## src/rtl/aesc_pkg.sv

```systemverilog
// aesc_pkg: shared types and constants for the accelerometer step counter.
// No dependencies; used by every module under rtl/.
package aesc_pkg;

	localparam int SAMPLE_W  = 16;
	localparam int SCORE_W   = 16;
	localparam int BSTEPS_W  = 8;
	localparam int TOTAL_W   = 16;
	localparam int CFG_IDX_W = 2;

	// config register indexes
	localparam logic [CFG_IDX_W-1:0] CFG_THRESHOLD      = 2'd0;
	localparam logic [CFG_IDX_W-1:0] CFG_OVER_THRESHOLD = 2'd1;

	localparam logic signed [SCORE_W-1:0] THRESHOLD_RST      = 16'sh0000;
	localparam logic signed [SCORE_W-1:0] OVER_THRESHOLD_RST = 16'sh7fff;

	// first batch positions with a valid window energy / score
	localparam int ENERGY_START = 5;
	localparam int SCORE_START  = 6;

	typedef struct packed {
		logic first;   // position 0 of the batch
		logic last;    // final position of the batch
	} aesc_pos_t;

endpackage

```

## src/rtl/accel_energy_step_counter_top.sv

```systemverilog
// accel_energy_step_counter_top: step counter top level with input stage,
// config registers and handshake. Depends on aesc_pkg, aesc_score, aesc_peak.
//
// Usage:
//   sample channel: one signed 16-bit accelerometer sample per beat, taken
//   when sample_valid is high and sample_stall is low. BATCH_LEN samples
//   form a batch.
//   result channel: one beat per batch, carrying batch_steps and
//   total_steps, taken when result_valid is high and result_stall is low.
//   config channel: cfg_index selects threshold (0) or over_threshold (1);
//   cfg_ready is always high. Write only while the block is idle.
// Throughput: one sample per cycle while sample_stall is low. A sample
// sits in the input register; the whole square/energy/score/peak update
// runs from that register and loads the result register on a batch's last sample.
// Stall: a held result blocks only the last sample of the next batch; the
// input register then holds and sample_stall rises until the beat leaves.
// Reset: batch position, peak state and total clear; thresholds return to
// 0 and 32767. No result is pending after reset.
module accel_energy_step_counter_top #(
	parameter int BATCH_LEN = 32
) (
	input  logic                                  clk,
	input  logic                                  arst_n,
	input  logic                                  sample_valid,
	output logic                                  sample_stall,
	input  logic signed [aesc_pkg::SAMPLE_W-1:0]  sample,
	output logic                                  result_valid,
	input  logic                                  result_stall,
	output logic [aesc_pkg::BSTEPS_W-1:0]         batch_steps,
	output logic [aesc_pkg::TOTAL_W-1:0]          total_steps,
	input  logic                                  cfg_valid,
	output logic                                  cfg_ready,
	input  logic [aesc_pkg::CFG_IDX_W-1:0]        cfg_index,
	input  logic [aesc_pkg::SCORE_W-1:0]          cfg_data
);

	logic                                 valid_s1;
	logic signed [aesc_pkg::SAMPLE_W-1:0] sample_s1;
	logic signed [aesc_pkg::SCORE_W-1:0]  threshold_q;
	logic signed [aesc_pkg::SCORE_W-1:0]  over_threshold_q;

	aesc_pkg::aesc_pos_t                  pos;
	logic signed [aesc_pkg::SCORE_W-1:0]  score;
	logic                                 fire;
	logic                                 take;

	// the last sample of a batch needs a free result register
	assign fire         = valid_s1 && (!pos.last || !result_valid || !result_stall);
	assign sample_stall = valid_s1 && !fire;
	assign take         = sample_valid && !sample_stall;
	assign cfg_ready    = 1'b1;

	always_ff @(posedge clk or negedge arst_n) begin
		if (!arst_n) begin
			valid_s1 <= 1'b0;
		end else if (take) begin
			valid_s1 <= 1'b1;
		end else if (fire) begin
			valid_s1 <= 1'b0;
		end
	end

	always_ff @(posedge clk) begin
		if (take) begin
			sample_s1 <= sample;
		end
	end

	always_ff @(posedge clk or negedge arst_n) begin
		if (!arst_n) begin
			threshold_q      <= aesc_pkg::THRESHOLD_RST;
			over_threshold_q <= aesc_pkg::OVER_THRESHOLD_RST;
		end else if (cfg_valid && cfg_ready) begin
			unique case (cfg_index)
				aesc_pkg::CFG_THRESHOLD: begin
					threshold_q <= $signed(cfg_data);
				end
				aesc_pkg::CFG_OVER_THRESHOLD: begin
					over_threshold_q <= $signed(cfg_data);
				end
				default: begin
				end
			endcase
		end
	end

	aesc_score #(
		.BATCH_LEN (BATCH_LEN)
	) u_score (
		.clk     (clk),
		.arst_n  (arst_n),
		.advance (fire),
		.sample  (sample_s1),
		.pos     (pos),
		.score   (score)
	);

	aesc_peak u_peak (
		.clk            (clk),
		.arst_n         (arst_n),
		.advance        (fire),
		.pos            (pos),
		.score          (score),
		.threshold      (threshold_q),
		.over_threshold (over_threshold_q),
		.result_stall   (result_stall),
		.result_valid   (result_valid),
		.batch_steps    (batch_steps),
		.total_steps    (total_steps)
	);

endmodule

```

## src/rtl/aesc_score.sv

```systemverilog
// aesc_score: batch position counter, squared difference, window energy
// and peak score for one sample per cycle while advance is high. Depends on aesc_pkg.
module aesc_score #(
	parameter int BATCH_LEN = 32
) (
	input  logic                                 clk,
	input  logic                                 arst_n,
	input  logic                                 advance,
	input  logic signed [aesc_pkg::SAMPLE_W-1:0] sample,
	output aesc_pkg::aesc_pos_t                  pos,
	output logic signed [aesc_pkg::SCORE_W-1:0]  score
);

	localparam int POS_W = $clog2(BATCH_LEN);
	localparam int W     = aesc_pkg::SCORE_W;

	// Only the low 16 bits of the score survive, so squares and energies
	// are carried modulo 2^16.
	logic [POS_W-1:0] pos_q;
	logic [aesc_pkg::SAMPLE_W-1:0] prev_q;
	logic [W-1:0] sq_q [3];
	logic [W-1:0] en_q [4];

	logic [W-1:0] diff;
	logic [W-1:0] prod;
	logic [W-1:0] sq;
	logic [W-1:0] energy;
	logic [W-1:0] raw_score;

	assign pos.first = (pos_q == '0);
	assign pos.last  = (pos_q == POS_W'(BATCH_LEN - 1));

	assign diff = sample - prev_q;
	assign prod = diff * diff;
	assign sq   = pos.first ? '0 : prod;

	assign energy = (pos_q >= POS_W'(aesc_pkg::ENERGY_START))
		? (sq_q[0] + sq_q[1] + sq_q[2] + sq) : '0;

	assign raw_score = en_q[3] - en_q[0] + {en_q[1][W-2:0], 1'b0} + {energy[W-2:0], 1'b0};
	assign score = (pos_q >= POS_W'(aesc_pkg::SCORE_START)) ? $signed(raw_score) : '0;

	always_ff @(posedge clk or negedge arst_n) begin
		if (!arst_n) begin
			pos_q <= '0;
		end else if (advance) begin
			pos_q <= pos.last ? '0 : pos_q + POS_W'(1);
		end
	end

	always_ff @(posedge clk) begin
		if (advance) begin
			prev_q  <= sample;
			sq_q[0] <= sq_q[1];
			sq_q[1] <= sq_q[2];
			sq_q[2] <= sq;
			en_q[0] <= en_q[1];
			en_q[1] <= en_q[2];
			en_q[2] <= en_q[3];
			en_q[3] <= energy;
		end
	end

endmodule

```

## src/rtl/aesc_peak.sv

```systemverilog
// aesc_peak: hysteresis peak counter, batch/total step counts and the
// result register. Depends on aesc_pkg.
module aesc_peak (
	input  logic                                 clk,
	input  logic                                 arst_n,
	input  logic                                 advance,
	input  aesc_pkg::aesc_pos_t                  pos,
	input  logic signed [aesc_pkg::SCORE_W-1:0]  score,
	input  logic signed [aesc_pkg::SCORE_W-1:0]  threshold,
	input  logic signed [aesc_pkg::SCORE_W-1:0]  over_threshold,
	input  logic                                 result_stall,
	output logic                                 result_valid,
	output logic [aesc_pkg::BSTEPS_W-1:0]        batch_steps,
	output logic [aesc_pkg::TOTAL_W-1:0]         total_steps
);

	localparam int BW = aesc_pkg::BSTEPS_W;
	localparam int TW = aesc_pkg::TOTAL_W;

	logic          armed_q;
	logic [BW-1:0] count_q;
	logic [TW-1:0] total_q;
	logic          out_valid_q;
	logic [BW-1:0] batch_steps_q;
	logic [TW-1:0] total_steps_q;

	logic          armed_cur;
	logic [BW-1:0] count_cur;
	logic          hit;
	logic          armed_nx;
	logic [BW-1:0] count_nx;
	logic [TW-1:0] total_nx;

	// a new batch restarts the flag and count before this sample is judged
	assign armed_cur = pos.first ? 1'b0 : armed_q;
	assign count_cur = pos.first ? '0 : count_q;

	assign hit      = (score > threshold) && (score < over_threshold) && !armed_cur;
	assign count_nx = count_cur + BW'(hit);
	assign armed_nx = hit ? 1'b1 : ((score < threshold) ? 1'b0 : armed_cur);
	assign total_nx = total_q + TW'(count_nx);

	always_ff @(posedge clk or negedge arst_n) begin
		if (!arst_n) begin
			armed_q     <= 1'b0;
			count_q     <= '0;
			total_q     <= '0;
			out_valid_q <= 1'b0;
		end else begin
			if (advance) begin
				armed_q <= armed_nx;
				count_q <= count_nx;
				if (pos.last) begin
					total_q <= total_nx;
				end
			end
			if (advance && pos.last) begin
				out_valid_q <= 1'b1;
			end else if (!result_stall) begin
				out_valid_q <= 1'b0;
			end
		end
	end

	always_ff @(posedge clk) begin
		if (advance && pos.last) begin
			batch_steps_q <= count_nx;
			total_steps_q <= total_nx;
		end
	end

	assign result_valid = out_valid_q;
	assign batch_steps  = batch_steps_q;
	assign total_steps  = total_steps_q;

endmodule
```

## config.mk

```make
export PLATFORM = sky130hd
export DESIGN_NAME = accel_energy_step_counter_top
export DESIGN_NICKNAME = d
export VERILOG_FILES = /design/src/rtl/aesc_pkg.sv /design/src/rtl/accel_energy_step_counter_top.sv /design/src/rtl/aesc_score.sv /design/src/rtl/aesc_peak.sv
export SDC_FILE = /design/constraint.sdc
export NUM_CORES = 1
export LEC_CHECK = 0
export BUFFER_PORTS_ARGS = -buffer_cell sky130_fd_sc_hd__buf_2
export CORE_ASPECT_RATIO = 0.5
export CORE_MARGIN = 2
export CORE_UTILIZATION = 63
export CTS_CLUSTER_DIAMETER = 120
export DETAILED_ROUTE_END_ITERATION = 8
export MAX_ROUTING_LAYER = met4
export PLACE_DENSITY = 0.79
export SLEW_MARGIN = 20
export SYNTH_ARGS = -nofsm -noshare
export SYNTH_HDL_FRONTEND = slang
export SYNTH_SLANG_ARGS = --single-unit
```

## constraint.sdc

```tcl
create_clock -name clk -period 18.1 [get_ports clk]
set_clock_uncertainty 0.05 [all_clocks]
set_input_delay 0.905 -clock clk [delete_from_list [all_inputs] [get_ports clk]]
set_output_delay 0.905 -clock clk [all_outputs]
set_load 0.02 [all_outputs]
```

# Word level (Yosys, flattened, before mapping)

Memories as Yosys holds them, arrays and structs flattened.
Index checks and enable logic that the tools add are counted.

Bits in registers: 120
Logic and storage cells: 67
Output and inout port bits: 27
Input port bits: 39
Memory bits (writable): 112
Memories: 2

Memory list:

| name         | depth | width | rd ports | clocked after memory_dff | write ports | line             | text |
|---|---|---|---|---|---|---|---|
| u_score.en_q | 4     | 16    | 4        | 0                        | 4           | aesc_score.sv:22 | `logic [W-1:0] en_q [4];` |
| u_score.sq_q | 3     | 16    | 3        | 0                        | 3           | aesc_score.sv:21 | `logic [W-1:0] sq_q [3];` |

Order comparisons: 5
Equality and inequality tests: 3
Multiplexer cells: 14
$add $sub $neg: 10
Reduce and logical (&&, ||, !) cells: 20
Multipliers: 1

Operator list:

| cell                                                               | count |
|---|---|
| adder 16 bit                                                       | 5 |
| two-way mux 16 bit                                                 | 3 |
| less-than comparator 16 bit                                        | 2 |
| subtractor 16 bit                                                  | 2 |
| adder 16 x 8 -> 16 bit                                             | 1 |
| > comparator 16 bit                                                | 1 |
| multiplier 16 x 16 -> 16 bit                                       | 1 |
| greater-or-equal comparator 5 x 3 -> 1 bit (second input constant) | 2 |
| two-way mux 1 bit                                                  | 9 |
| adder 8 x 1 -> 8 bit                                               | 1 |
| two-way mux 8 bit                                                  | 1 |
| logical AND 1 bit                                                  | 6 |
| logical NOT 1 bit                                                  | 6 |
| AND reduction 2 bit                                                | 3 |
| adder 5 x 1 -> 5 bit (second input constant)                       | 1 |
| == test 5 bit (second input constant)                              | 1 |
| logical NOT 5 bit                                                  | 1 |
| two-way mux 5 bit                                                  | 1 |
| == test 2 x 1 -> 1 bit (second input constant)                     | 1 |
| logical NOT 2 bit                                                  | 1 |
| logical OR 1 bit                                                   | 2 |
| inequality test 2 x 1 -> 1 bit (second input constant)             | 1 |
| nonzero test 2 bit                                                 | 1 |

# Logic depth before layout (Yosys ltp)

Gate-level depths: netlist of run 1.

Word-level depth: 12
Gate-level depth with buffers: 71
Depth with buffers taken out: 71

# Cells and area by module

A second synthesis of run 1 with hierarchy kept.

Cells, all modules: 1,396
Area, all modules: 15,881.5 um^2

Modules (own cells, without submodules):

| module                        | sequential area each (um^2) | times used | area an instance (um^2) | cells an instance |
|---|---|---|---|---|
| aesc_score                    | 3,848.7                     | 1          | 10,914.2                | 1,003 |
| aesc_peak                     | 1,371.3                     | 1          | 3,186.8                 | 300 |
| accel_energy_step_counter_top | 1,325.0                     | 1          | 1,780.5                 | 93 |

# Worst setup path after synthesis of run 1

No wires, ideal clock.

Path type: reg2reg
Start: reg sample_s1[0] (netlist bit)
End: reg u_peak.total_steps_q[14] (netlist: u_peak.total_steps[14]), data pin
Library setup time: 0.266 ns
Arrival time: 14.024 ns
Period minus slack after synthesis: 14.340 ns
Path buffers: 0
Path slack: 3.760 ns
Stages on the path, launching flop included: 63
Required time: 17.784 ns
Cells stage by stage: edfxtp_1 > inv_1 > ha_1 > inv_1 > fa_1 > a21o_1 > a21oi_1 > o21bai_1 > a21oi_1 > xnor2_1 > inv_1 > nor2_1 > inv_1 > fa_1 > fa_1 > inv_1 > ha_1 > fa_1 > [... 27 more ...] > xnor2_1 > nor2_1 > ha_1 > nand4_1 > o311ai_0 > a2111oi_2 > nor4_1 > a21boi_0 > ha_1 > ha_1 > fa_1 > a21o_1 > a21oi_1 > o21bai_1 > a21oi_1 > o2bb2ai_1 > nor3_1 > xor2_1

Cells in the longest elaborated chain, start to end: 12
Elaborated cells on any way between the ends: 13
Classes of those cells: 5 x add/sub; 1 x mul; 2 x order compare; 3 x mux; 2 x reduce/logical

RTL lines:

| item                                                               | line                                | text |
|---|---|---|
| from (decl)                                                        | accel_energy_step_counter_top.sv:38 | `logic signed [aesc_pkg::SAMPLE_W-1:0] sample_s1;` |
| from (signal assigned)                                             | accel_energy_step_counter_top.sv:65 | `sample_s1 <= sample;` |
| subtractor 16 bit *                                                | aesc_score.sv:33                    | `assign diff = sample - prev_q;` |
| multiplier 16 x 16 -> 16 bit *                                     | aesc_score.sv:34                    | `assign prod = diff * diff;` |
| two-way mux 16 bit *                                               | aesc_score.sv:35                    | `assign sq = pos.first ? '0 : prod;` |
| adder 16 bit *                                                     | aesc_score.sv:38                    | `? (sq_q[0] + sq_q[1] + sq_q[2] + sq) : '0;` |
| two-way mux 16 bit *                                               | aesc_score.sv:38                    |  |
| named net u_score.energy[13]                                       | aesc_score.sv:27                    | `logic [W-1:0] energy;` |
| adder 16 bit *                                                     | aesc_score.sv:40                    | `assign raw_score = en_q[3] - en_q[0] + {en_q[1][W-2:0], 1'b0} + {energy[W-2:0], 1'b0};` |
| two-way mux 16 bit *                                               | aesc_score.sv:41                    | `assign score = (pos_q >= POS_W'(aesc_pkg::SCORE_START)) ? $signed(raw_score) : '0;` |
| > comparator 16 bit or less-than comparator 16 bit (tied branches) | aesc_peak.sv:38                     | `assign hit = (score > threshold) && (score < over_threshold) && !armed_cur;` |
| logical AND 1 bit * (2 in a row)                                   | aesc_peak.sv:38                     |  |
| adder 8 x 1 -> 8 bit *                                             | aesc_peak.sv:39                     | `assign count_nx = count_cur + BW'(hit);` |
| named net u_peak.count_nx[1]                                       | aesc_peak.sv:31                     | `logic [BW-1:0] count_nx;` |
| adder 16 x 8 -> 16 bit *                                           | aesc_peak.sv:41                     | `assign total_nx = total_q + TW'(count_nx);` |
| named net u_peak.total_nx[14]                                      | aesc_peak.sv:32                     | `logic [TW-1:0] total_nx;` |
| to (signal assigned)                                               | aesc_peak.sv:68                     | `total_steps_q <= total_nx;` |
| to (decl)                                                          | aesc_peak.sv:25                     | `logic [TW-1:0] total_steps_q;` |

The timed path passes the listed nets; every way through them passes the cells marked *.
A chain may end at the register's enable or synchronous reset.

# Worst setup path after layout of run 1

Ends and elaborated chain as after synthesis.

==> qor.txt, run 1 <==
OUTCOME
------------------------------------------------------------------------------
Run status                                                        finished clean

SETUP PATH
------------------------------------------------------------------------------
Startpoint class of the critical path                                flip-flop
Start point of the critical path                                  sample_s1[0]
Cell seen most often among critical-path stages                   sky130_fd_sc_hd__inv_1
Arrival time at the worst endpoint                                    16.88 ns
Category of the worst setup path capture point                       flip-flop
Maximum net fanout on the critical path                                      8
CP top delay family                                                adder cells
Launching point of the worst reg2reg path                         sample_s1[0]
Critical path type                                                flip-flop to flip-flop
Slowest Stage Delay on Critical Path                                   0.58 ns
Buffers plus inverters on the worst setup path                              11
Highest-delay cell along the critical path                        sky130_fd_sc_hd__a21boi_0
Data required time at the worst endpoint                              18.32 ns

GLOBAL ROUTING
------------------------------------------------------------------------------
Global route overflow                                                        0
Largest net degree at the start of global routing                           73
First-pass GRT wire length                                             49.0 mm
Initial antenna violation count                                              1
GR Util All Layers                                                       0.241
Via count of the first global-routing pass                               10400

DRT
------------------------------------------------------------------------------
Via count                                                                 9957
First DRT Iteration DRCs                                                   741
Length of the first detailed-routing pass in iterations                      5
Drc violations                                                               0
Number of nets with antenna violations after routing                         0
WL final                                                               28.5 mm
Via-per-instance ratio                                                    5.43
Drt wl/cell                                                            15.5 um

SYNTH
------------------------------------------------------------------------------
Dominant synthesized flop cell                                    sky130_fd_sc_hd__edfxtp_1
Synthesized instance count                                                1412
Number of synthesized register bits                                        227
Synth area leader                                                 sky130_fd_sc_hd__edfxtp_1
Count of warnings emitted by yosys                                           0
Post-synth top area share                                                0.311
Post-synthesis cell type count                                              68
Part of the Yosys area used for sequential elements                      0.414
EDFF count, synth                                                          163
Syn Area/Cell                                                       11.1 sq um
Area contributors post-synth                                      sky130_fd_sc_hd__edfxtp_1 (31%), sky130_fd_sc_hd__fa_1 (16%), sky130_fd_sc_hd__ha_1 (11%)
Netlist area before placement                                      15700 sq um
Asr flop ratio synth                                                     0.282

TIMING
------------------------------------------------------------------------------
Min cycle time layout                                                 16.66 ns
Tightest slew margin relative to the limit                               0.260
Final Cycle Share                                                        0.920
Peak clock frequency supported by timing                              60.0 MHz
Max-slew violations                                                          0
Worst Tran Pin Value                                                   1.11 ns
RSZ-0062 raised after global routing                                     false
Total negative slack                                                      0 ns
Final setup fails                                                            0
Final hold violation count                                                   0

JOB
------------------------------------------------------------------------------
Maximum Capacitance Violations                                               0

WORST HOLD PATH
------------------------------------------------------------------------------
Worst min-delay path startpoint                                   u_score.en_q[2][6]
Classification of the worst-slack hold path                       flip-flop to flip-flop

CLOCK NETWORK
------------------------------------------------------------------------------
Number of setup buffers added after CTS                                      0
TritonCTS clock tree                                                      done
Clock buffer count from CTS                                                 22
Master cell of the clock root buffer                              sky130_fd_sc_hd__clkbuf_16
Number of instances resized during post-cts repair                           0
Count of H-tree levels built during CTS                                      1
Maximum clock path buffer count                                              3
Number of hold buffers added after CTS                                       0
Clock latency reported for the late side of the worst-skew pair        0.54 ns
Clk sinks                                                                  227
CTS clock-pin slew for the worst setup and hold paths                  0.06 ns

CELLS AND AREA
------------------------------------------------------------------------------
Count of nets after finishing                                             1783
Post-layout instance count excluding filler cells                         1835
Share of cells above drive strength 1                                    0.107
Layout area overhead                                                     9.18%
Finished Cell Area                                                 17200 sq um

PLACED DESIGN
------------------------------------------------------------------------------
RePlAce Congestion                                                       0.883
Number of placed instances with taps included                             1794
Instance area after placement                                      16400 sq um
Count of input and output buffers                                           63
Post-DP HPWL                                                           21.5 mm

FLOORPLANNING
------------------------------------------------------------------------------
Area enclosed by the die boundary                                  26300 sq um
Number of ports placed on the die boundary                                  66
Starting density of the core                                             0.648
Row Count                                                                   40
Area of the core                                                   24300 sq um
Horizontal extent of the die                                            227 um
Die Y                                                                   116 um

-- synthesized netlist by cell type, types with 3 or more instances --
cell                       instances
sky130_fd_sc_hd__xor2_1           28
sky130_fd_sc_hd__a21oi_1          39
sky130_fd_sc_hd__o211ai_1          3
sky130_fd_sc_hd__and3_1            8
sky130_fd_sc_hd__fa_1            125
sky130_fd_sc_hd__nand2_1         114
sky130_fd_sc_hd__nor3_1           14
sky130_fd_sc_hd__nor2b_1          26
sky130_fd_sc_hd__nand4_1           8
sky130_fd_sc_hd__or3_1             6
sky130_fd_sc_hd__mux2_2           28
sky130_fd_sc_hd__dfrtp_1          49
sky130_fd_sc_hd__nand2b_1         12
sky130_fd_sc_hd__o21ai_0          38
sky130_fd_sc_hd__nor4_1            4
sky130_fd_sc_hd__nand3b_1          5
sky130_fd_sc_hd__a31oi_1           4
sky130_fd_sc_hd__o21bai_1          8
sky130_fd_sc_hd__a21o_1           24
sky130_fd_sc_hd__dfstp_2          15
sky130_fd_sc_hd__inv_1           281
sky130_fd_sc_hd__a211oi_1          9
sky130_fd_sc_hd__and2_1           16
sky130_fd_sc_hd__or2_2             3
sky130_fd_sc_hd__edfxtp_1        163
sky130_fd_sc_hd__nor2_1           70
sky130_fd_sc_hd__ha_1            137
sky130_fd_sc_hd__a31o_2            3
sky130_fd_sc_hd__nand3_1          28
sky130_fd_sc_hd__o31a_1            3
sky130_fd_sc_hd__clkbuf_1         18
sky130_fd_sc_hd__o21a_1           14
sky130_fd_sc_hd__o31ai_1           7
sky130_fd_sc_hd__xnor2_1          62
-- layer usage --
metal / up-vias / global-route usage / part of all wire
met4: 0 / 0.0540 / 0.019
met5: - / - / 0
met3: 46 / 0.0378 / 0.042
li1: 4783 / - / -
met2: 205 / 0.401 / 0.48
met1: 4923 / 0.317 / 0.45
-- logic make-up after synthesis --
family	count (synthesis)	share of synthesized area
flops	227	0.414
buf+inv	304	0.0729
compound gates	178	0.0770
other cells	2	0.000478
simple gates	320	0.0961
fa+ha+maj	262	0.268
mux	29	0.0207
xor+xnor	90	0.0501
-- placed cells by master (no fill, tap or decap), types with 28 or more instances in the layout --
cell / instances
sky130_fd_sc_hd__nand3_1: 28
sky130_fd_sc_hd__fa_1: 125
sky130_fd_sc_hd__o21ai_0: 38
sky130_fd_sc_hd__a21oi_1: 39
sky130_fd_sc_hd__inv_1: 280
sky130_fd_sc_hd__dfrtp_1: 49
sky130_fd_sc_hd__edfxtp_1: 163
sky130_fd_sc_hd__nand2_1: 114
sky130_fd_sc_hd__nor2_1: 70
sky130_fd_sc_hd__mux2_2: 28
sky130_fd_sc_hd__xor2_1: 28
sky130_fd_sc_hd__ha_1: 137
sky130_fd_sc_hd__buf_2: 63
sky130_fd_sc_hd__xnor2_1: 62
-- sequential cells by signal, indices dropped and copies added (netlist names), 15 cells and up --
name / cells
sample_s1: 15
over_threshold_q: 16
u_score.sq_q: 45
u_peak.total_steps: 16
threshold_q: 16
u_score.en_q: 64
u_score.prev_q: 15
u_peak.total_q: 16
-- cell type report --
class | count | area, sq um
Timing Repair Buffer | 67 | 345
Inverter | 282 | 1060
Sequential cell | 227 | 6520
Antenna cell | 1 | 2.50
Fill cell | 1696 | 7110
Clock inverter | 14 | 168
Tap cell | 336 | 420
Multi-Input combinational cell | 882 | 8080
Clock buffer | 26 | 576
-- final timing paths --
path	end	slack, ns	cells past startpoint
setup / recovery	u_peak.total_steps[14]	1.44	65
hold / removal	u_score.en_q[1][6]	0.35	0
setup reg to reg	u_peak.total_steps[14]	1.44	65
hold reg to reg	u_score.en_q[1][6]	0.35	0
max in group asynchronous	u_peak.armed_q	16.94	2
min in group asynchronous	u_peak.count_q[3]	0.50	2
-- stage by stage --
step | hold WS, ns | setup WS (ns) | utilization
after floorplan | 0.350 | 3.76 | -
after global placement | 0.351 | 1.93 | 0.676
after detailed placement | 0.355 | 1.62 | 0.676
after CTS | 0.358 | 1.57 | 0.707
after global routing | 0.364 | 0.202 | 0.707
final | 0.354 | 1.44 | 0.707
Power of run 1 is left out: the tool's default activity adds up to more than one toggle a clock period on the data nets, which glitch-free logic cannot reach.
==> inputs of run 2 (changes only) <==
--- a/config.mk
+++ b/config.mk
@@ -13,6 +13,7 @@
 export DETAILED_ROUTE_END_ITERATION = 8
 export MAX_ROUTING_LAYER = met4
 export PLACE_DENSITY = 0.79
+export REMOVE_ABC_BUFFERS = 1
 export SLEW_MARGIN = 20
 export SYNTH_ARGS = -nofsm -noshare
 export SYNTH_HDL_FRONTEND = slang
==> run 2 against run 1 <==
Against the previous run:
- worst hold slack improved by 0.0087 ns
- final cell count did not move
- die area unchanged
- sequential cell count unchanged
- count of clock-buffer cells in the layout up 2
- wire length rose by 2.1%
- non-clock buffer count increased by 1
- critical path depth is 3 lower
- critical path type unchanged
==> qor.txt, run 2 (synthesis gave the netlist of run 1 again) <==
TIMING
------------------------------------------------------------------------------
Min cycle time layout                                                 16.43 ns   -0.234 ns
RSZ-0062 raised after global routing                                     false
Final hold violation count                                                   0   unchanged
Worst Tran Pin Value                                                  0.973 ns   -0.137 ns
Final setup fails                                                            0   unchanged
Final setup slack of the worst path                                    1.67 ns   +0.234 ns
Final Cycle Share                                                        0.908   -0.0129
Max-slew violations                                                          0   unchanged
Tightest slew margin relative to the limit                               0.347   +0.0869
Peak clock frequency supported by timing                              60.9 MHz   +1.4%
Total negative slack                                                      0 ns   unchanged

FLOORPLANNING
------------------------------------------------------------------------------
Area of the core                                                   24300 sq um   unchanged
Row Count                                                                   40   unchanged
Horizontal extent of the die                                            227 um   unchanged
Die Y                                                                   116 um   unchanged
Area enclosed by the die boundary                                  26300 sq um   unchanged
Number of ports placed on the die boundary                                  66   unchanged
Starting density of the core                                             0.648   unchanged

DRT
------------------------------------------------------------------------------
First DRT Iteration DRCs                                                   661   -11%
Length of the first detailed-routing pass in iterations                      5   unchanged
Number of nets with antenna violations after routing                         0   unchanged
Drt wl/cell                                                            15.8 um   +2.1%
Via-per-instance ratio                                                    5.46   +0.58%
Detailed-route wire length on metal 1                                  13.1 mm   +1.3%
WL final                                                               29.1 mm   +2.1%
Drc violations                                                               0   unchanged
Max Used Layer                                                            met4
Total length of routed met3 wires                                      1.14 mm   -4.3%
Via count                                                                10000   +0.58%
Routed length on met2                                                  14.1 mm   +2.2%

CELLS AND AREA
------------------------------------------------------------------------------
Share of the core filled with cells                                      0.705   -0.00186
Total inserted antenna cells                                                 0   -1
Registers with the most flip-flops                                u_score.en_q x64, u_score.sq_q x45
Share of cells above drive strength 1                                    0.109   +0.00193
Max reg flops                                                               64   unchanged
Layout area overhead                                                     8.90%
Finished Cell Area                                                 17100 sq um   -0.26%
Count of nets after finishing                                             1784   +0.056%
Most common cell after layout, fill and taps aside                sky130_fd_sc_hd__inv_1
Top library cells by usage in the layout, fill and taps aside     sky130_fd_sc_hd__inv_1 (280), sky130_fd_sc_hd__edfxtp_1 (163), sky130_fd_sc_hd__ha_1 (137)
Register containing the most flip-flops in the final layout       u_score.en_q

SETUP PATH
------------------------------------------------------------------------------
Data required time at the worst endpoint                              18.33 ns   about the same
Startpoint class of the critical path                                flip-flop
Crit Reg-Reg Endpoint                                             u_peak.total_steps[14]
Start point of the critical path                                  sample_s1[0]
Critical path type                                                flip-flop to flip-flop
Slowest Stage Delay on Critical Path                                   0.55 ns   -0.03 ns
Worst-case reg-to-reg path depth                                            62   -4.6%
Timing endpoint of the critical path                              u_peak.total_steps[14]
Category of the worst setup path capture point                       flip-flop
Arrival time at the worst endpoint                                    16.65 ns   -0.23 ns
Launching point of the worst reg2reg path                         sample_s1[0]
Highest-delay cell along the critical path                        sky130_fd_sc_hd__fa_1
R2r setup slk                                                          1.67 ns   +0.23 ns
Maximum net fanout on the critical path                                      8   unchanged

CLOCK NETWORK
------------------------------------------------------------------------------
Number of hold buffers added after CTS                                       0   unchanged
Clock buffer count from CTS                                                 22   unchanged
Clk sinks                                                                  227   unchanged
Count of H-tree levels built during CTS                                      1   unchanged
CTS clock-pin slew for the worst setup and hold paths                  0.07 ns   about the same
TritonCTS clock tree                                                      done
Number of instances resized during post-cts repair                           0   unchanged
Number of setup buffers added after CTS                                      0   unchanged
Clock latency reported for the late side of the worst-skew pair        0.54 ns   about the same
Master cell of the clock root buffer                              sky130_fd_sc_hd__clkbuf_16
Maximum clock path buffer count                                              3   unchanged

GLOBAL ROUTING
------------------------------------------------------------------------------
GR Util All Layers                                                       0.244   +0.00334
First-pass GRT wire length                                             49.4 mm   +0.70%
Global route overflow                                                        0   unchanged
Largest net degree at the start of global routing                           73   unchanged
Via count of the first global-routing pass                               10500   +1.2%
Initial antenna violation count                                              0   -1

PLACED DESIGN
------------------------------------------------------------------------------
Post-DP HPWL                                                           21.8 mm   +1.3%
RePlAce Congestion                                                       0.917   +3.9%
Worst slack at placement                                               1.78 ns   +0.165 ns
Instance area after placement                                      16400 sq um   about the same
Count of input and output buffers                                           63   unchanged

WORST HOLD PATH
------------------------------------------------------------------------------
Hold-critical path depth                                                     0   unchanged
Classification of the worst-slack hold path                       flip-flop to flip-flop

JOB
------------------------------------------------------------------------------
Maximum Capacitance Violations                                               0   unchanged

OUTCOME
------------------------------------------------------------------------------
Run status                                                        finished clean

-- run 2: cell types whose count changed in the layout (fill, tap and decap cells not counted), sizes merged --
cell      delta
buf          +1
diode        -1
clkbuf       +2
inv          +1
bufinv       -3
clkinv       +1
clkinvlp     -1
-- run 2: final cells by class --
type | count | area, sq um
multi-input combinational | 882 | 8090
fill | 1657 | 7150
sequential | 227 | 6520
inverter | 282 | 1060
clock buffer | 28 | 603
tap | 336 | 420
timing repair buffer | 68 | 353
clock inverter | 12 | 78.8
-- run 2: worst max-delay path, delay by kind of cell (launching register included) --
kind            cells  cell delay [ns]
compound gates     17             4.29
xor+xnor            5             1.02
fa+ha+maj          19             7.44
buf+inv            11             0.83
flops               1             0.40
simple gates       10             2.11
-- run 2: layer usage --
metal	vias to the layer above	track usage
met4	0	0.0702
met2	204	0.414
li1	4792	-
met3	68	0.0403
met1	4951	0.308
met5	-	-
-- run 2: worst min path at each step --
stage	start	to	slack (ns)
floorplan	u_score.en_q[1][15]	u_score.en_q[0][15]	0.35
global placement	u_score.en_q[2][15]	u_score.en_q[1][15]	0.35
detailed placement	u_score.en_q[2][6]	u_score.en_q[1][6]	0.36
CTS	u_score.en_q[2][6]	u_score.en_q[1][6]	0.36
global route	u_score.en_q[2][6]	u_score.en_q[1][6]	0.36
finish	u_score.en_q[1][15]	u_score.en_q[0][15]	0.36
-- run 2: metrics by stage --
step                      hold slack, ns  instances
final                              0.362       1835
after global routing               0.364       1835
after CTS                          0.356       1835
after detailed placement           0.355       1795
after global placement             0.350       1795
after floorplan                    0.350       1391
Power of run 2 is left out for the same reason.
==> inputs of run 3 (changes only) <==
--- a/config.mk
+++ b/config.mk
@@ -8,11 +8,11 @@
 export BUFFER_PORTS_ARGS = -buffer_cell sky130_fd_sc_hd__buf_2
 export CORE_ASPECT_RATIO = 0.5
 export CORE_MARGIN = 2
-export CORE_UTILIZATION = 63
+export CORE_UTILIZATION = 30
 export CTS_CLUSTER_DIAMETER = 120
 export DETAILED_ROUTE_END_ITERATION = 8
 export MAX_ROUTING_LAYER = met4
-export PLACE_DENSITY = 0.79
+export PLACE_DENSITY = 0.44
 export REMOVE_ABC_BUFFERS = 1
 export SLEW_MARGIN = 20
 export SYNTH_ARGS = -nofsm -noshare
==> run 3 against run 2 <==
Against the previous run:
- first-iteration DRC count decreased by 42%
- fmax decreased by 0.92%
- die area increased by 110%
- worst setup slack got worse by 0.15 ns
- critical endpoint unchanged
- largest cell class unchanged
- sequential share of layout area decreased by 1.2 points
- highest routed layer unchanged
- count of clock-buffer cells in the layout increased by 9
- sequential cell count unchanged
- via count decreased by 3.1%
- non-clock buffer count increased by 2
- cell area increased by 3.4%
- final cell count increased by 20%
==> qor.txt, run 3 (synthesis gave the netlist of run 1 again) <==
TIMING
------------------------------------------------------------------------------
Worst Tran Pin Value                                                  0.949 ns   -0.0242 ns
Max-slew violations                                                          0   unchanged
RSZ-0062 raised after global routing                                     false
Total negative slack                                                      0 ns   unchanged
Final Cycle Share                                                        0.916   +0.00843
Final setup fails                                                            0   unchanged
Min cycle time layout                                                 16.58 ns   +0.153 ns
Peak clock frequency supported by timing                              60.3 MHz   -0.92%
Final hold violation count                                                   0   unchanged
Tightest slew margin relative to the limit                               0.363   +0.0162

CELLS AND AREA
------------------------------------------------------------------------------
Max reg flops                                                               64   unchanged
Top library cells by usage in the layout, fill and taps aside     sky130_fd_sc_hd__inv_1 (280), sky130_fd_sc_hd__edfxtp_1 (163), sky130_fd_sc_hd__ha_1 (137)
Share of cells above drive strength 1                                    0.107   -0.00183
Count of nets after finishing                                             1789   +0.28%
Register containing the most flip-flops in the final layout       u_score.en_q
Total inserted antenna cells                                                 0   unchanged
Layout area overhead                                                     12.6%
Most common cell after layout, fill and taps aside                sky130_fd_sc_hd__inv_1
Finished Cell Area                                                 17700 sq um   +3.4%
Registers with the most flip-flops                                u_score.en_q x64, u_score.sq_q x45

CLOCK NETWORK
------------------------------------------------------------------------------
Clock latency reported for the late side of the worst-skew pair        0.55 ns   about the same
Maximum clock path buffer count                                              3   unchanged
CTS clock-pin slew for the worst setup and hold paths                  0.06 ns   about the same
TritonCTS clock tree                                                      done
Count of H-tree levels built during CTS                                      1   unchanged
Master cell of the clock root buffer                              sky130_fd_sc_hd__clkbuf_16
Clock buffer count from CTS                                                 25   +14%
Number of hold buffers added after CTS                                       0   unchanged
Clk sinks                                                                  227   unchanged

GLOBAL ROUTING
------------------------------------------------------------------------------
First-pass GRT wire length                                             52.9 mm   +7.1%
GR Util All Layers                                                       0.120   -0.125
Global route overflow                                                        0   unchanged
Via count of the first global-routing pass                               10600   +0.84%
Largest net degree at the start of global routing                           71   -2.7%
Initial antenna violation count                                              0   unchanged

FLOORPLANNING
------------------------------------------------------------------------------
Area of the core                                                   51900 sq um   +110%
Area enclosed by the die boundary                                  54400 sq um   +110%
Die Y                                                                   166 um   +43%
Horizontal extent of the die                                            328 um   +44%
Starting density of the core                                             0.303   -0.345
Row Count                                                                   59   +48%
Number of ports placed on the die boundary                                  66   unchanged

WORST HOLD PATH
------------------------------------------------------------------------------
Worst min-delay path startpoint                                   u_score.en_q[2][9]
Hold-critical path depth                                                     0   unchanged
Destination of the worst hold path                                u_score.en_q[1][9]
Classification of the worst-slack hold path                       flip-flop to flip-flop

DRT
------------------------------------------------------------------------------
Via count                                                                 9703   -3.1%
Drc violations                                                               0   unchanged
Drt wl/cell                                                            13.6 um   -14%
Length of the first detailed-routing pass in iterations                      5   unchanged
Via-per-instance ratio                                                    4.40   -19%
Number of nets with antenna violations after routing                         0   unchanged
WL final                                                               30.0 mm   +3.2%
First DRT Iteration DRCs                                                   386   -42%

SETUP PATH
------------------------------------------------------------------------------
R2r setup slk                                                          1.52 ns   -0.15 ns
Highest-delay cell along the critical path                        sky130_fd_sc_hd__fa_1
Launching point of the worst reg2reg path                         sample_s1[0]
Maximum net fanout on the critical path                                      8   unchanged
Data required time at the worst endpoint                              18.34 ns   about the same
Startpoint class of the critical path                                flip-flop
Category of the worst setup path capture point                       flip-flop
Slowest Stage Delay on Critical Path                                   0.54 ns   about the same
Worst-case reg-to-reg path depth                                            62   unchanged
Arrival time at the worst endpoint                                    16.82 ns   +0.17 ns
Crit Reg-Reg Endpoint                                             u_peak.total_steps[14]
Critical path type                                                flip-flop to flip-flop

PLACED DESIGN
------------------------------------------------------------------------------
RePlAce Congestion                                                       0.797   -13%
Count of input and output buffers                                           63   unchanged
Instance area after placement                                      16900 sq um   +2.9%
Post-DP HPWL                                                           22.9 mm   +4.9%

JOB
------------------------------------------------------------------------------
Maximum Capacitance Violations                                               0   unchanged

OUTCOME
------------------------------------------------------------------------------
Run status                                                        finished clean

-- run 3: changes by cell type in the layout (fill, tap and decap cells not counted), moves of 2 or more --
cell                        previous run  this run
sky130_fd_sc_hd__clkbuf_1              3        10
sky130_fd_sc_hd__bufinv_16             0         2
sky130_fd_sc_hd__clkbuf_16            22        25
sky130_fd_sc_hd__buf_4                 5         7
sky130_fd_sc_hd__clkinv_2              7         2
-- run 3: area by class of cell --
class	count	area (sq um)
Multi-Input combinational cell	882	8080
Timing Repair Buffer	70	368
Fill cell	5201	34200
Clock buffer	37	691
Tap cell	701	877
Clock inverter	8	105
Sequential cell	227	6520
Inverter	282	1060
-- run 3: timing repair --
| item | 4_1_cts | 5_1_grt |
|---|---|---|
| buffers inserted | 0 | 0 |
| endpoints found under the setup margin | 0 | 2 |
| gates resized for setup | 0 | 1 |
-- run 3: how the worst max path moves through the flow --
stage	start	end	slack, ns	depth (start not counted)
4_1_cts	sample_s1[0]	u_peak.total_steps[14]	1.23	62
6_report	sample_s1[0]	u_peak.total_steps[14]	1.52	62
3_3_place_gp	sample_s1[0]	u_peak.total_steps[14]	1.42	62
2_1_floorplan	sample_s1[0]	u_peak.total_steps[14]	3.75	62
5_1_grt	sample_s1[0]	u_peak.total_steps[14]	0.13	62
3_5_place_dp	sample_s1[0]	u_peak.total_steps[14]	1.29	62
-- run 3: through the flow --
step / util / worst slack (ns) / cells / hold slack, ns
global placement: 0.326 / 1.42 / 2162 / 0.352
global route: 0.341 / 0.126 / 2207 / 0.377
finish: 0.341 / 1.52 / 2207 / 0.368
CTS: 0.341 / 1.23 / 2207 / 0.369
floorplan: - / 3.75 / 1391 / 0.350
detailed placement: 0.326 / 1.29 / 2162 / 0.356
-- run 3: worst max-delay path, delay by kind of cell (launching register included) --
family / cells / cell delay, ns
compound gates: 17 / 4.27
xor+xnor: 5 / 1.10
fa+ha+maj: 19 / 7.46
buf+inv: 11 / 0.86
flops: 1 / 0.38
simple gates: 10 / 2.15
-- run 3: routing by layer --
metal / share of wire / track usage / vias to the layer above
met3: 0.027 / 0.0179 / 33
li1: - / - / 4795
met5: 0 / - / -
met4: 0.019 / 0.0253 / 0
met1: 0.50 / 0.162 / 4781
met2: 0.46 / 0.190 / 94
Power of run 3 is left out for the same reason.
